--- config.mk ---
export PLATFORM = sky130hd
export DESIGN_NAME = prefixed_utf8_string_decoder
export DESIGN_NICKNAME = d
export VERILOG_FILES = /design/src/sv/psd_pkg.sv /design/src/sv/prefixed_utf8_string_decoder.sv /design/src/sv/psd_decoder.sv /design/src/sv/psd_outbuf.sv
export SDC_FILE = /design/constraint.sdc
export NUM_CORES = 1
export LEC_CHECK = 0
export BUFFER_PORTS_ARGS = -buffer_cell sky130_fd_sc_hd__buf_2
export CAP_MARGIN = 20
export CORE_MARGIN = 1
export CORE_UTILIZATION = 35
export DETAILED_ROUTE_END_ITERATION = 12
export HOLD_SLACK_MARGIN = 0.03
export PLACE_DENSITY = 0.51
export SLEW_MARGIN = 20
export SYNTH_ARGS = -nofsm -noshare
export SYNTH_HDL_FRONTEND = slang
export SYNTH_SLANG_ARGS = --single-unit
--- constraint.sdc ---
create_clock -name clock -period 19.9 [get_ports clock]
set_clock_uncertainty 0.15 [all_clocks]
set_input_delay 0.995 -clock clock [delete_from_list [all_inputs] [get_ports clock]]
set_output_delay 0.995 -clock clock [all_outputs]
set_load 0.05 [all_outputs]
--- src/sv/psd_pkg.sv ---
// Shared types and constants for the prefixed UTF-8 string decoder.
`timescale 1ns / 1ps
`default_nettype none

package psd_pkg;

   // Field widths
   localparam int BYTE_WIDTH       = 8;
   localparam int CODE_WIDTH       = 32;
   localparam int LENGTH_WIDTH_DEF = 32;

   // Length prefix: 7 data bits per byte, shift count saturates
   localparam int SHIFT_WIDTH = 6;
   localparam logic [SHIFT_WIDTH-1:0] SHIFT_STEP  = 6'd7;
   localparam logic [SHIFT_WIDTH-1:0] SHIFT_LIMIT = 6'd56;
   localparam logic [SHIFT_WIDTH-1:0] SHIFT_SAT   = 6'd63;

   // UTF-8 continuation payload bits
   localparam int CONT_BITS    = 6;
   localparam int PENDING_BITS = 3;

   // One decoded result
   typedef struct packed {
      logic [CODE_WIDTH-1:0] code_point;
      logic                  last_char;
      logic                  empty_string;
   } result_type;

endpackage

`default_nettype wire

--- src/sv/prefixed_utf8_string_decoder.sv ---
// Top level of the length-prefixed UTF-8 string decoder.
//
//   channel  | ports                                    | direction
//   ---------+------------------------------------------+----------
//   request  | req_valid, req_stall, req_data_byte      | in
//   response | rsp_valid, rsp_stall, rsp_code_point,    | out
//            | rsp_last_char, rsp_empty_string          |
//
// One request byte is taken every cycle unless req_stall is high; its response, if any,
// is decoded combinationally from the decoder state into the result buffer.
// A two-entry result buffer (main plus skid) raises req_stall only when both are full.
// Synchronous active-high reset returns to reading a length prefix and empties the buffer.
`timescale 1ns / 1ps
`default_nettype none

module prefixed_utf8_string_decoder #(
   parameter int LENGTH_WIDTH = psd_pkg::LENGTH_WIDTH_DEF
) (
   input  wire logic                             clock,
   input  wire logic                             reset,
   input  wire logic                             req_valid,
   output      logic                             req_stall,
   input  wire logic [psd_pkg::BYTE_WIDTH-1:0]   req_data_byte,
   output      logic                             rsp_valid,
   input  wire logic                             rsp_stall,
   output      logic [psd_pkg::CODE_WIDTH-1:0]   rsp_code_point,
   output      logic                             rsp_last_char,
   output      logic                             rsp_empty_string
);

   logic                req_accept;
   logic                dec_valid;
   logic                buf_full;
   psd_pkg::result_type dec_result;
   psd_pkg::result_type rsp_result;

   // Accept a request whenever the skid entry is free
   assign req_stall  = buf_full;
   assign req_accept = req_valid && !buf_full;

   psd_decoder #(
      .LENGTH_WIDTH (LENGTH_WIDTH)
   ) u_decoder (
      .clock        (clock),
      .reset        (reset),
      .step         (req_accept),
      .data_byte    (req_data_byte),
      .result_valid (dec_valid),
      .result       (dec_result)
   );

   psd_outbuf u_outbuf (
      .clock     (clock),
      .reset     (reset),
      .push      (req_accept && dec_valid),
      .push_data (dec_result),
      .full      (buf_full),
      .out_valid (rsp_valid),
      .out_stall (rsp_stall),
      .out_data  (rsp_result)
   );

   assign rsp_code_point   = rsp_result.code_point;
   assign rsp_last_char    = rsp_result.last_char;
   assign rsp_empty_string = rsp_result.empty_string;

endmodule

`default_nettype wire

--- src/sv/psd_decoder.sv ---
// Decode step: length prefix and UTF-8 state, one request byte per accept.
`timescale 1ns / 1ps
`default_nettype none

module psd_decoder #(
   parameter int LENGTH_WIDTH = psd_pkg::LENGTH_WIDTH_DEF
) (
   input  wire logic                             clock,
   input  wire logic                             reset,
   input  wire logic                             step,
   input  wire logic [psd_pkg::BYTE_WIDTH-1:0]   data_byte,
   output      logic                             result_valid,
   output      psd_pkg::result_type              result
);

   typedef enum logic {
      PHASE_PREFIX,
      PHASE_TEXT
   } phase_type;

   phase_type                              phase_ff, phase_in;
   logic [LENGTH_WIDTH-1:0]                length_ff, length_in;
   logic [psd_pkg::SHIFT_WIDTH-1:0]        shift_ff, shift_in;
   logic [LENGTH_WIDTH-1:0]                remaining_ff, remaining_in;
   logic [psd_pkg::CODE_WIDTH-1:0]         char_ff, char_in;
   logic [psd_pkg::PENDING_BITS-1:0]       pending_ff, pending_in;

   logic [psd_pkg::CODE_WIDTH-1:0]         prefix_bits;
   logic [LENGTH_WIDTH-1:0]                length_sum;
   logic [LENGTH_WIDTH-1:0]                remaining_dec;
   logic [3:0]                             ones;
   logic                                   is_last;

   // Count leading ones of a lead byte (1 to 8 when the top bit is set)
   function automatic logic [3:0] lead_ones(input logic [psd_pkg::BYTE_WIDTH-1:0] b);
      logic [3:0] n;
      logic       run;
      n   = 4'd0;
      run = 1'b1;
      for (int i = psd_pkg::BYTE_WIDTH - 1; i >= 0; i--) begin
         if (run && b[i]) begin
            n = n + 4'd1;
         end else begin
            run = 1'b0;
         end
      end
      return n;
   endfunction

   // Place the 7 prefix payload bits; positions at 32 and above drop out
   always_comb begin
      prefix_bits = '0;
      if (!shift_ff[psd_pkg::SHIFT_WIDTH-1]) begin
         prefix_bits = psd_pkg::CODE_WIDTH'({data_byte[6:0]}) << shift_ff[4:0];
      end
   end

   assign length_sum    = length_ff | prefix_bits[LENGTH_WIDTH-1:0];
   assign remaining_dec = (remaining_ff != '0) ? remaining_ff - LENGTH_WIDTH'(1) : '0;
   assign ones          = lead_ones(data_byte);
   assign is_last       = (remaining_dec == '0);

   // Next state and result for one byte
   always_comb begin
      phase_in     = phase_ff;
      length_in    = length_ff;
      shift_in     = shift_ff;
      remaining_in = remaining_ff;
      char_in      = char_ff;
      pending_in   = pending_ff;
      result_valid = 1'b0;
      result       = '0;

      unique case (phase_ff)
         PHASE_PREFIX: begin
            length_in = length_sum;
            shift_in  = (shift_ff > psd_pkg::SHIFT_LIMIT) ? psd_pkg::SHIFT_SAT
                                                         : shift_ff + psd_pkg::SHIFT_STEP;
            if (!data_byte[7]) begin
               if (length_sum == '0) begin
                  // Empty string: one flagged result, restart prefix
                  length_in           = '0;
                  shift_in            = '0;
                  result_valid        = 1'b1;
                  result.last_char    = 1'b1;
                  result.empty_string = 1'b1;
               end else begin
                  remaining_in = length_sum;
                  phase_in     = PHASE_TEXT;
                  char_in      = '0;
                  pending_in   = '0;
               end
            end
         end
         PHASE_TEXT: begin
            remaining_in = remaining_dec;
            if (pending_ff == '0) begin
               if (data_byte[7]) begin
                  char_in    = psd_pkg::CODE_WIDTH'(data_byte & (8'hFF >> ones));
                  pending_in = psd_pkg::PENDING_BITS'(ones - 4'd1);
               end else begin
                  char_in    = psd_pkg::CODE_WIDTH'(data_byte);
               end
            end else begin
               char_in    = {char_ff[psd_pkg::CODE_WIDTH-psd_pkg::CONT_BITS-1:0],
                             data_byte[psd_pkg::CONT_BITS-1:0]};
               pending_in = pending_ff - psd_pkg::PENDING_BITS'(1);
            end
            if (pending_in == '0) begin
               result_valid      = 1'b1;
               result.code_point = char_in;
               result.last_char  = is_last;
               if (is_last) begin
                  phase_in  = PHASE_PREFIX;
                  length_in = '0;
                  shift_in  = '0;
               end
            end
         end
         default: begin
            phase_in = PHASE_PREFIX;
         end
      endcase
   end

   // Hold decoder state; advance on each accepted request
   always_ff @(posedge clock) begin
      if (reset) begin
         phase_ff     <= PHASE_PREFIX;
         length_ff    <= '0;
         shift_ff     <= '0;
         remaining_ff <= '0;
         char_ff      <= '0;
         pending_ff   <= '0;
      end else if (step) begin
         phase_ff     <= phase_in;
         length_ff    <= length_in;
         shift_ff     <= shift_in;
         remaining_ff <= remaining_in;
         char_ff      <= char_in;
         pending_ff   <= pending_in;
      end
   end

endmodule

`default_nettype wire

--- src/sv/psd_outbuf.sv ---
// Result register with one skid entry between the decoder and the result channel.
`timescale 1ns / 1ps
`default_nettype none

module psd_outbuf (
   input  wire logic                clock,
   input  wire logic                reset,
   input  wire logic                push,
   input  wire psd_pkg::result_type push_data,
   output      logic                full,
   output      logic                out_valid,
   input  wire logic                out_stall,
   output      psd_pkg::result_type out_data
);

   logic                main_valid_ff, main_valid_in;
   logic                skid_valid_ff, skid_valid_in;
   psd_pkg::result_type main_ff, main_in;
   psd_pkg::result_type skid_ff, skid_in;
   logic                take;

   assign take      = main_valid_ff && !out_stall;
   assign full      = skid_valid_ff;
   assign out_valid = main_valid_ff;
   assign out_data  = main_ff;

   // Refill main from skid first, otherwise from the new result
   always_comb begin
      main_valid_in = main_valid_ff;
      main_in       = main_ff;
      skid_valid_in = skid_valid_ff;
      skid_in       = skid_ff;
      if (!main_valid_ff || take) begin
         main_valid_in = skid_valid_ff || push;
         main_in       = skid_valid_ff ? skid_ff : push_data;
         skid_valid_in = skid_valid_ff && push;
         skid_in       = push_data;
      end else if (push) begin
         skid_valid_in = 1'b1;
         skid_in       = push_data;
      end
   end

   always_ff @(posedge clock) begin
      if (reset) begin
         main_valid_ff <= 1'b0;
         skid_valid_ff <= 1'b0;
      end else begin
         main_valid_ff <= main_valid_in;
         skid_valid_ff <= skid_valid_in;
      end
      main_ff <= main_in;
      skid_ff <= skid_in;
   end

endmodule

`default_nettype wire

## Word-level counts from Yosys, hierarchy flattened

Index checks and enable logic that the tools add are counted.

| storage, ports and cells | value |
|---|---|
| word-level logic and storage cells | 121 |
| bits in registers | 170 |
| bits of input ports | 12 |

| cells by class | value |
|---|---|
| shift-type cells | 2 |
| magnitude comparators | 1 |
| muxes and demuxes | 62 |
| bitwise logic cells | 3 |
| equal/unequal tests | 4 |
| add/sub/neg operators | 11 |
| reductions and logical operators | 24 |

Operators with widths:

| kind | number |
|---|---|
| $mux 32 | 11 |
| $pmux 32 s2 | 2 |
| $mux 34 | 3 |
| $logic_not 32->1 | 2 |
| $mux 26 | 2 |
| $pmux 26 s2 | 1 |
| $mux 33 | 1 |
| $and 8x32->32 | 1 |
| $or 32x32->32 | 1 |
| $reduce_bool 32->1 | 1 |
| $shl 7x5->32 | 1 |
| $shr 8x4->32 const A | 1 |
| $sub 32x1->32 const B | 1 |
| $mux 6 | 5 |
| $mux 4 | 7 |
| $add 4x1->4 const B | 6 |
| $mux 1 | 18 |
| $mux 3 | 5 |
| $pmux 6 s2 | 1 |
| $logic_and 1x1->1 | 11 |
| $ne 2x2->1 const B | 4 |
| $add 6x3->6 const B | 1 |
| $gt 6x6->1 const B | 1 |
| $logic_not 3->1 | 2 |
| other kinds (10) | 18 |

## Logic depth before layout (Yosys ltp)

Gate-level depths: netlist (run 1).

| logic depth | value |
|---|---|
| depth after elaboration | 25 |
| mapped depth | 27 |
| mapped depth without buffers | 24 |

## Cells and area by module

A second synthesis (run 1) with hierarchy kept.

| second synthesis, totals | value |
|---|---|
| cell total of the unflattened synthesis | 1047 |
| area total of the unflattened synthesis | 9705.6 sq um |

By module, submodules not included:

| module | instances | cells each | area an instance (sq um) |
|---|---|---|---|
| psd_decoder | 1 | 930 | 6986.7 |
| psd_outbuf | 1 | 115 | 2703.8 |
| prefixed_utf8_string_decoder | 1 | 2 | 15.0 |

## Worst setup path after synthesis (run 1)

No wires, ideal clock.

| path | value |
|---|---|
| path type | input-to-reg |
| start point | in req_data_byte[7] (netlist name) |
| end point | reg u_outbuf.skid_ff[0] (netlist name), enable pin |
| slack | 12726 ps |
| path buffers | 3 |
| data required time | 19353 ps |
| stages on the path | 25 |
| data arrival time | 6627 ps |
| cells stage by stage | clkbuf_1 > clkbuf_1 > a21boi_0 > ha_1 > o31a_1 > ha_1 > mux2i_1 > a31oi_1 > ha_1 > mux2_2 > ha_1 > mux2i_1 > a21oi_1 > ha_1 > mux2_2 > ha_1 > nand2_1 > o211ai_1 > o21ai_0 > a211oi_1 > o21a_1 > and2_1 > clkbuf_1 > o21ai_0 > nand3_1 |

| on the way | value |
|---|---|
| longest elaborated chain between the ends | 24 |
| elaborated cells between the ends (all ways) | 39 |
| those cells by class | 8 x add/sub; 21 x mux; 10 x reduce/logical |

RTL lines:

| what | line | text |
|---|---|---|
| from (decl) | prefixed_utf8_string_decoder.sv:23 | `input wire logic [psd_pkg::BYTE_WIDTH-1:0] req_data_byte,` |
| $mux 1 | psd_decoder.sv:41 | `if (run && b[i]) begin` |
| $add 1x1->2 or $logic_and 1x1->1 (tied branches) | psd_decoder.sv:42, psd_decoder.sv:41 |  |
| $mux 4 or $mux 1 (tied branches) | psd_decoder.sv:41 |  |
| $add 4x1->4 or $logic_and 1x1->1 (tied branches) | psd_decoder.sv:42, psd_decoder.sv:41 |  |
| $mux 4 or $mux 1 (tied branches) | psd_decoder.sv:41 |  |
| $add 4x1->4 or $logic_and 1x1->1 (tied branches) | psd_decoder.sv:42, psd_decoder.sv:41 |  |
| $mux 4 or $mux 1 (tied branches) | psd_decoder.sv:41 |  |
| $add 4x1->4 or $logic_and 1x1->1 (tied branches) | psd_decoder.sv:42, psd_decoder.sv:41 |  |
| [... 8 more ...] | n/a |  |
| $mux 3 | psd_decoder.sv:98 | `if (data_byte[7]) begin` |
| $mux 3 | psd_decoder.sv:97 | `if (pending_ff == '0) begin` |
| $mux 3 | psd_decoder.sv:74 | `unique case (phase_ff)` |
| $logic_not 3->1 | psd_decoder.sv:109 | `if (pending_in == '0) begin` |
| $mux 1 | psd_decoder.sv:109 |  |
| $pmux 1 s2 * | psd_decoder.sv:74 |  |
| $logic_and 1x1->1 * | prefixed_utf8_string_decoder.sv:55 | `.push (req_accept && dec_valid),` |
| $reduce_bool 2->1 (no source line) * | n/a |  |
| to (signal assigned) | psd_outbuf.sv:53 | `skid_ff <= skid_in;` |
| to (decl) | psd_outbuf.sv:19 | `psd_pkg::result_type skid_ff, skid_in;` |

Every way passes the cells marked *; elsewhere a longest branch is shown, timed or not. The select of a mux whose other input is x is not followed.
A chain may end at the register's enable or synchronous reset.

## Final worst setup path (run 1)

| path | value |
|---|---|
| start point | in req_data_byte[5] (netlist name) |
| end point | reg u_outbuf.skid_ff[14] (netlist name), enable pin |

| on the way | value |
|---|---|
| longest elaborated chain between the ends | 21 |
| elaborated cells between the ends (all ways) | 37 |
| those cells by class | 6 x add/sub; 1 x shift; 19 x mux; 1 x bitwise; 10 x reduce/logical |

RTL lines:

| what | line |
|---|---|
| $logic_and 1x1->1 | psd_decoder.sv:41 |
| $mux 4 or $mux 1 (tied branches) | psd_decoder.sv:41 |
| $add 4x1->4 or $logic_and 1x1->1 (tied branches) | psd_decoder.sv:42, psd_decoder.sv:41 |
| $mux 4 or $mux 1 (tied branches) | psd_decoder.sv:41 |
| $add 4x1->4 or $logic_and 1x1->1 (tied branches) | psd_decoder.sv:42, psd_decoder.sv:41 |
| $mux 4 or $mux 1 (tied branches) | psd_decoder.sv:41 |
| $add 4x1->4 or $logic_and 1x1->1 (tied branches) | psd_decoder.sv:42, psd_decoder.sv:41 |
| $mux 4 or $mux 1 (tied branches) | psd_decoder.sv:41 |
| [... 5 more ...] | n/a |
| $mux 3 | psd_decoder.sv:98 |
| $mux 3 | psd_decoder.sv:97 |
| $mux 3 | psd_decoder.sv:74 |
| $logic_not 3->1 | psd_decoder.sv:109 |
| $mux 1 | psd_decoder.sv:109 |
| $pmux 1 s2 * | psd_decoder.sv:74 |
| $logic_and 1x1->1 * | prefixed_utf8_string_decoder.sv:55 |
| $reduce_bool 2->1 (no source line) * | n/a |

Marks and branches as above.

==> impl_metrics.env, run 1 <==
export IMPL_cap_violations=0
export IMPL_viasPerCell=5.75
export IMPL_detail_route_first_pass_iterations=5
export IMPL_postRouteAntennaNets=0
export IMPL_ys_types=88
export IMPL_hp_class="reg2reg"
export IMPL_period_share_pct=34.3
export IMPL_dp_hpwl_mm=18.5
export IMPL_fin_area_um2=10300
export IMPL_cts_setup_buffers=0
export IMPL_synth_cells=1004
export IMPL_slew_viol_final=0
export IMPL_worst_path_stages=26
export IMPL_grt_pass1_wl_mm=42.2
export IMPL_p_leak_nw=4.06
export IMPL_setup_slack_ps=13070
export IMPL_fin_tns_setup_ps=0
export IMPL_synth_seq_cells=170
export IMPL_worst_ep_arrival_time_ps=6780
export IMPL_fin_cells=1362
export IMPL_dp_slack_ps=12640
export IMPL_synthesis_area_um2=9240
export IMPL_hold_depth=2
export IMPL_r2r_cells=10
export IMPL_totalWireLength_mm=26.7
export IMPL_dpl_cell_area_um2=9670
export IMPL_yosysSeqAreaShare_pct=44.2
export IMPL_synth_nets=1028
export IMPL_final_cell_mix="nor2_1 (105), dfxtp_1 (102), nand2_1 (68), edfxtp_1 (68), a21oi_1 (60)"
export IMPL_fin_crit_ps=6830
export IMPL_fp_dieH_um=165
export IMPL_synth_edf_count=68
export IMPL_route_detailed_drc=0
export IMPL_met3_length_mm=1.43
export IMPL_cp_required_ps=19850
export IMPL_worstMarginPinSlew_ps=1150
export IMPL_diodes=0
export IMPL_finalHoldViolCount=0
export IMPL_grt_max_degree=71
export IMPL_power_uw=991
export IMPL_drt_iter0_markers=593
export IMPL_top_layer_used="met4"
export IMPL_io_pins=48
export IMPL_h_tree_depth=4
export IMPL_cts_made_buffers=17
export IMPL_core_um2=26000
export IMPL_critPathTopFamily="compound AO/OA/AOI/OAI gates"
export IMPL_antenna_found_initial=0
export IMPL_areaGrowthSynthToFinish_pct=11.0
export IMPL_start_kind="input pin"
export IMPL_clk_pin_slew_ps=80
export IMPL_rsz0062_at_grt="false"
export IMPL_dieArea_um2=27100
export IMPL_crit_path_top_delay_cell="buf_4"
export IMPL_clock_latency_ps=440
export IMPL_cts_hold_buf=0
export IMPL_powerDensity_nw_per_um2=96.6
export IMPL_drive_gt1_share_pct=14.9
export IMPL_cts_path_max_buffers=2
export IMPL_outcome="finished, final reports clean"
export IMPL_hold_slack_ps=305
export IMPL_avgSynthCellArea_um2=9.21
export IMPL_grtUsageTotal_pct=20.4
export IMPL_cts_resized=0
export IMPL_slowest_delay_ps=410
export IMPL_post_route_util_pct=39.5
export IMPL_wire_per_inst_um=19.6
export IMPL_finalNetCount=1038
export IMPL_vias=7826
export IMPL_peakVddDrop_uv=50.7
export IMPL_start_util_pct=35.6
export IMPL_clock_sinks=170
export IMPL_clockRootBuffer="clkbuf_16"
export IMPL_crit_type="in2reg"
export IMPL_wl_met1_mm=12.7
export IMPL_mostFrequentLayoutCell="nor2_1"
export IMPL_dpl_cell_count=1330
export IMPL_place_port_buffers=47
export IMPL_max_slew_margin_pct=23.1
export IMPL_fp_dieW_um=165
export IMPL_worstPathBufferInverterCount=4
export IMPL_crit_top_cell="ha_1"
export IMPL_setup_viol_count_final=0
export IMPL_ff2ff_setup_slack_ps=15060
export IMPL_crit_path_max_fanout=30
export IMPL_fp_row_count=59
export IMPL_cts_tree="done"
export IMPL_synth_warnings=0
export IMPL_fmaxAchievable_mhz=146
export IMPL_gr_total_overflow=0
export IMPL_grt_pass1_vias=7392
export IMPL_place_gp_congestion=0.879
export IMPL_end_kind="flop"
export IMPL_synthArstFlopShare_pct=0
export IMPL_dr_wl_met2_mm=12.0
export IMPL_ys_flop_type="dfxtp_1"
[worst reg2reg max path, stage by stage (launching register included)]
cell and delay (ps):
dfxtp_1 830, mux4_2 590, mux2_2 310, a221oi_1 720, and4_1 310, and3_1 250
nand4b_4 190, nor3_2 330, o21ai_0 160, nand3_1 260, buf_4 410
[per-layer routing]
layer  GRT usage [%]  vias up
met4            6.38        0
li1                -     3766
met3            3.67       36
met1            28.4     3770
met5               0        -
met2            31.9      254
[synthesized netlist by cell type, types with 16 or more instances]
cell | count | area [um^2]
a21oi_1 | 60 | 300
a31oi_1 | 21 | 131
and3_1 | 31 | 194
buf_2 | 18 | 90.1
clkbuf_1 | 39 | 146
dfxtp_1 | 102 | 2040
edfxtp_1 | 68 | 2040
inv_1 | 41 | 154
mux2_2 | 40 | 450
mux2i_1 | 17 | 170
nand2_1 | 68 | 255
nand3_1 | 39 | 195
nor2_1 | 105 | 394
nor3_1 | 18 | 90.1
nor4_1 | 18 | 113
o211ai_1 | 16 | 120
o21ai_0 | 59 | 295
o22ai_1 | 16 | 100
[state kept, by name, indices dropped and copies added (netlist names)]
name,count
u_outbuf.out_data,34
u_outbuf.skid_ff,34
u_decoder.length_ff,32
u_decoder.remaining_ff,32
u_decoder.char_ff,26
u_decoder.shift_ff,6
u_decoder.pending_ff,3
u_decoder.phase_ff,1
u_outbuf.full,1
u_outbuf.out_valid,1
[cell type report]
cell class	instances	area [um^2]
Fill cell	2646	15700
Multi-Input combinational cell	723	4680
Sequential cell	170	4080
Clock buffer	17	425
Tap cell	335	419
Timing Repair Buffer	58	318
Clock inverter	15	168
Inverter	44	165
[final timing paths]
check                                             start                 endpoint
worst max-delay path                   req_data_byte[5]     u_outbuf.skid_ff[14]
worst min-delay path            u_decoder.length_ff[18]  u_decoder.length_ff[18]
worst max register to register    u_decoder.shift_ff[0]     u_outbuf.skid_ff[14]
worst min register to register  u_decoder.length_ff[18]  u_decoder.length_ff[18]
[report_power, final]
group | leakage, nW | switching (mW) | total, mW | internal (mW)
Combinational | 2.10 | 0.169 | 0.255 | 0.0860
Sequential | 1.66 | 0.0212 | 0.394 | 0.373
Clock | 0.291 | 0.171 | 0.342 | 0.171
Total | 4.06 | 0.361 | 0.991 | 0.630
[cells by family after synthesis]
family                     Yosys count  share of synthesized area [%]
DFF                                170                           44.2
and+or+nand+nor                    369                           20.7
muxes                               61                           7.57
xor gates and xnor gates            16                           1.66
AOI/OAI and AO/OA                  265                           19.1
adders and majority gates           12                           1.62
buffers and inverters              111                           5.17
(Power assumes the default switching activity.)
==> run 2: changes to the inputs <==
clock period = 6.9 ns   (was 19.9 ns; I/O delays follow)
==> run 2 against run 1 <==
  * Core utilization increased by 0.077 points
  * Register-to-register slack got worse by 13000 ps
  * Sequential power rose to 2.9 times the previous value
  * Combinational power grew to 2.9 times the previous value
  * Wire length is 0.65% higher
  * Sequential share of layout area is 0.077 points lower
  * Setup slack worse by 12000 ps
  * Final cell count grew 0.15%
  * Global-route usage shrank 0.15 points
  * Flip-flop and latch count unchanged
  * Critical endpoint is now u_decoder.length_ff[0]
  * Critical path depth decreased by 1
  * Non-clock buffer count increased by 2
  * Highest routed layer unchanged
==> impl_metrics.env, run 2 (synthesized netlist as in run 1, its figures left out) <==
export IMPL_fp_row_count=59
export IMPL_max_slew_margin_pct=22.4
export IMPL_clock_sinks=170
export IMPL_num_fill_cells=2614
export IMPL_fin_tns_setup_ps=0
export IMPL_grt_use_met1_pct=28.3
export IMPL_hp_class="in2reg"
export IMPL_route_detailed_drc=0
export IMPL_powerDensity_nw_per_um2=277
export IMPL_grt_pass1_wl_mm=42.0
export IMPL_power_mw=2.85
export IMPL_setup_slack_ps=988
export IMPL_vias=7849
export IMPL_hold_slack_ps=104
export IMPL_fp_dieW_um=165
export IMPL_areaGrowthSynthToFinish_pct=11.2
export IMPL_start_util_pct=35.6
export IMPL_antenna_found_initial=0
export IMPL_place_gp_congestion=0.896
export IMPL_cts_path_max_buffers=2
export IMPL_hold_depth=3
export IMPL_cap_violations=0
export IMPL_crit_path_max_fanout=29
export IMPL_fp_dieH_um=165
export IMPL_p_leak_nw=4.07
export IMPL_cts_hold_buf=0
export IMPL_dpl_cell_area_um2=9680
export IMPL_dpl_cell_count=1332
export IMPL_use_met2_pct=31.8
export IMPL_peakVddDrop_uv=116
export IMPL_finalNetCount=1040
export IMPL_drt_iter0_markers=523
export IMPL_clk_pin_slew_ps=80
export IMPL_mostFrequentLayoutCell="nor2_1"
export IMPL_worst_ep_arrival_time_ps=6070
export IMPL_cts_made_buffers=17
export IMPL_grt_max_degree=71
export IMPL_totalWireLength_mm=26.9
export IMPL_finalHoldViolCount=0
export IMPL_io_pins=48
export IMPL_fin_area_um2=10300
export IMPL_clock_latency_ps=430
export IMPL_post_route_util_pct=39.6
export IMPL_cts_tree="done"
export IMPL_slew_viol_final=0
export IMPL_detail_route_first_pass_iterations=6
export IMPL_final_cell_mix="nor2_1 (105), dfxtp_1 (102), nand2_1 (68), edfxtp_1 (68), a21oi_1 (60)"
export IMPL_fmaxAchievable_mhz=169
export IMPL_drive_gt1_share_pct=15.1
export IMPL_clockRootBuffer="clkbuf_16"
export IMPL_cts_resized=0
export IMPL_seqCellArea_um2=4080
export IMPL_rsz0062_at_grt="false"
export IMPL_crit_type="in2reg"
export IMPL_dp_slack_ps=631
export IMPL_dieArea_um2=27100
export IMPL_h_tree_depth=4
export IMPL_diodes=0
export IMPL_period_share_pct=85.7
export IMPL_core_um2=26000
export IMPL_setup_viol_count_final=0
export IMPL_use_met3_pct=3.09
export IMPL_worstMarginPinSlew_ps=1160
export IMPL_outcome="finished, final reports clean"
export IMPL_end_kind="flop"
export IMPL_grtUsageTotal_pct=20.2
export IMPL_r2r_cells=10
export IMPL_viasPerCell=5.75
export IMPL_wire_per_inst_um=19.7
export IMPL_postRouteAntennaNets=0
export IMPL_cts_setup_buffers=0
export IMPL_fin_cells=1364
export IMPL_cp_required_ps=7060
export IMPL_fin_crit_ps=5910
export IMPL_start_kind="input pin"
export IMPL_multi_input_area_um2=4680
export IMPL_busiest_layer="met2"
export IMPL_place_port_buffers=47
export IMPL_gr_total_overflow=0
export IMPL_dp_hpwl_mm=18.8
export IMPL_grt_pass1_vias=7282
-- run 2: per-layer routing --
metal,up-vias,wire [um]
met4,0,500
met1,3802,12800
met5,-,0
met3,38,1390
li1,3772,-
met2,237,12200
-- run 2: cell type report --
| cell class | instances | share of cell area, % |
|---|---|---|
| clock buffers | 17 | 4.14 |
| repair buffers | 60 | 3.24 |
| inverters | 44 | 1.61 |
| multi-input cells | 723 | 45.5 |
| well taps | 335 | 4.08 |
| flip-flops and latches | 170 | 39.7 |
| clock inverters | 15 | 1.68 |
-- run 2: final timing paths --
kind	from	to	slack, ps
hold reg to reg	u_decoder.length_ff[18]	u_decoder.length_ff[18]	300
hold / removal	rsp_stall	u_outbuf.full	100
setup reg to reg	u_decoder.shift_ff[0]	u_decoder.pending_ff[1]	2010
setup / recovery	req_data_byte[5]	u_decoder.length_ff[0]	990
-- run 2: report_power, final --
| part | leakage [nW] | total [mW] | internal, mW | switching [mW] |
|---|---|---|---|---|
| clock | 0.290 | 0.975 | 0.491 | 0.484 |
| sequential | 1.66 | 1.14 | 1.08 | 0.0633 |
| combinational | 2.11 | 0.737 | 0.250 | 0.488 |
-- run 2: critical path, stage by stage --
cell      delay, ps
buf_2           240
inv_1           110
a21boi_0        220
ha_1            280
o31a_1          300
ha_1            270
mux2i_1          60
a31oi_1         340
ha_1            320
mux2_2          270
ha_1            290
mux2i_1         160
a21oi_1         110
ha_1            280
mux2_2          290
ha_1            280
nand2_1          50
o211ai_1         80
o21ai_0         130
a211oi_1        310
o21a_1          260
and2_1          170
buf_4           280
a31o_2          480
nor3_1          110
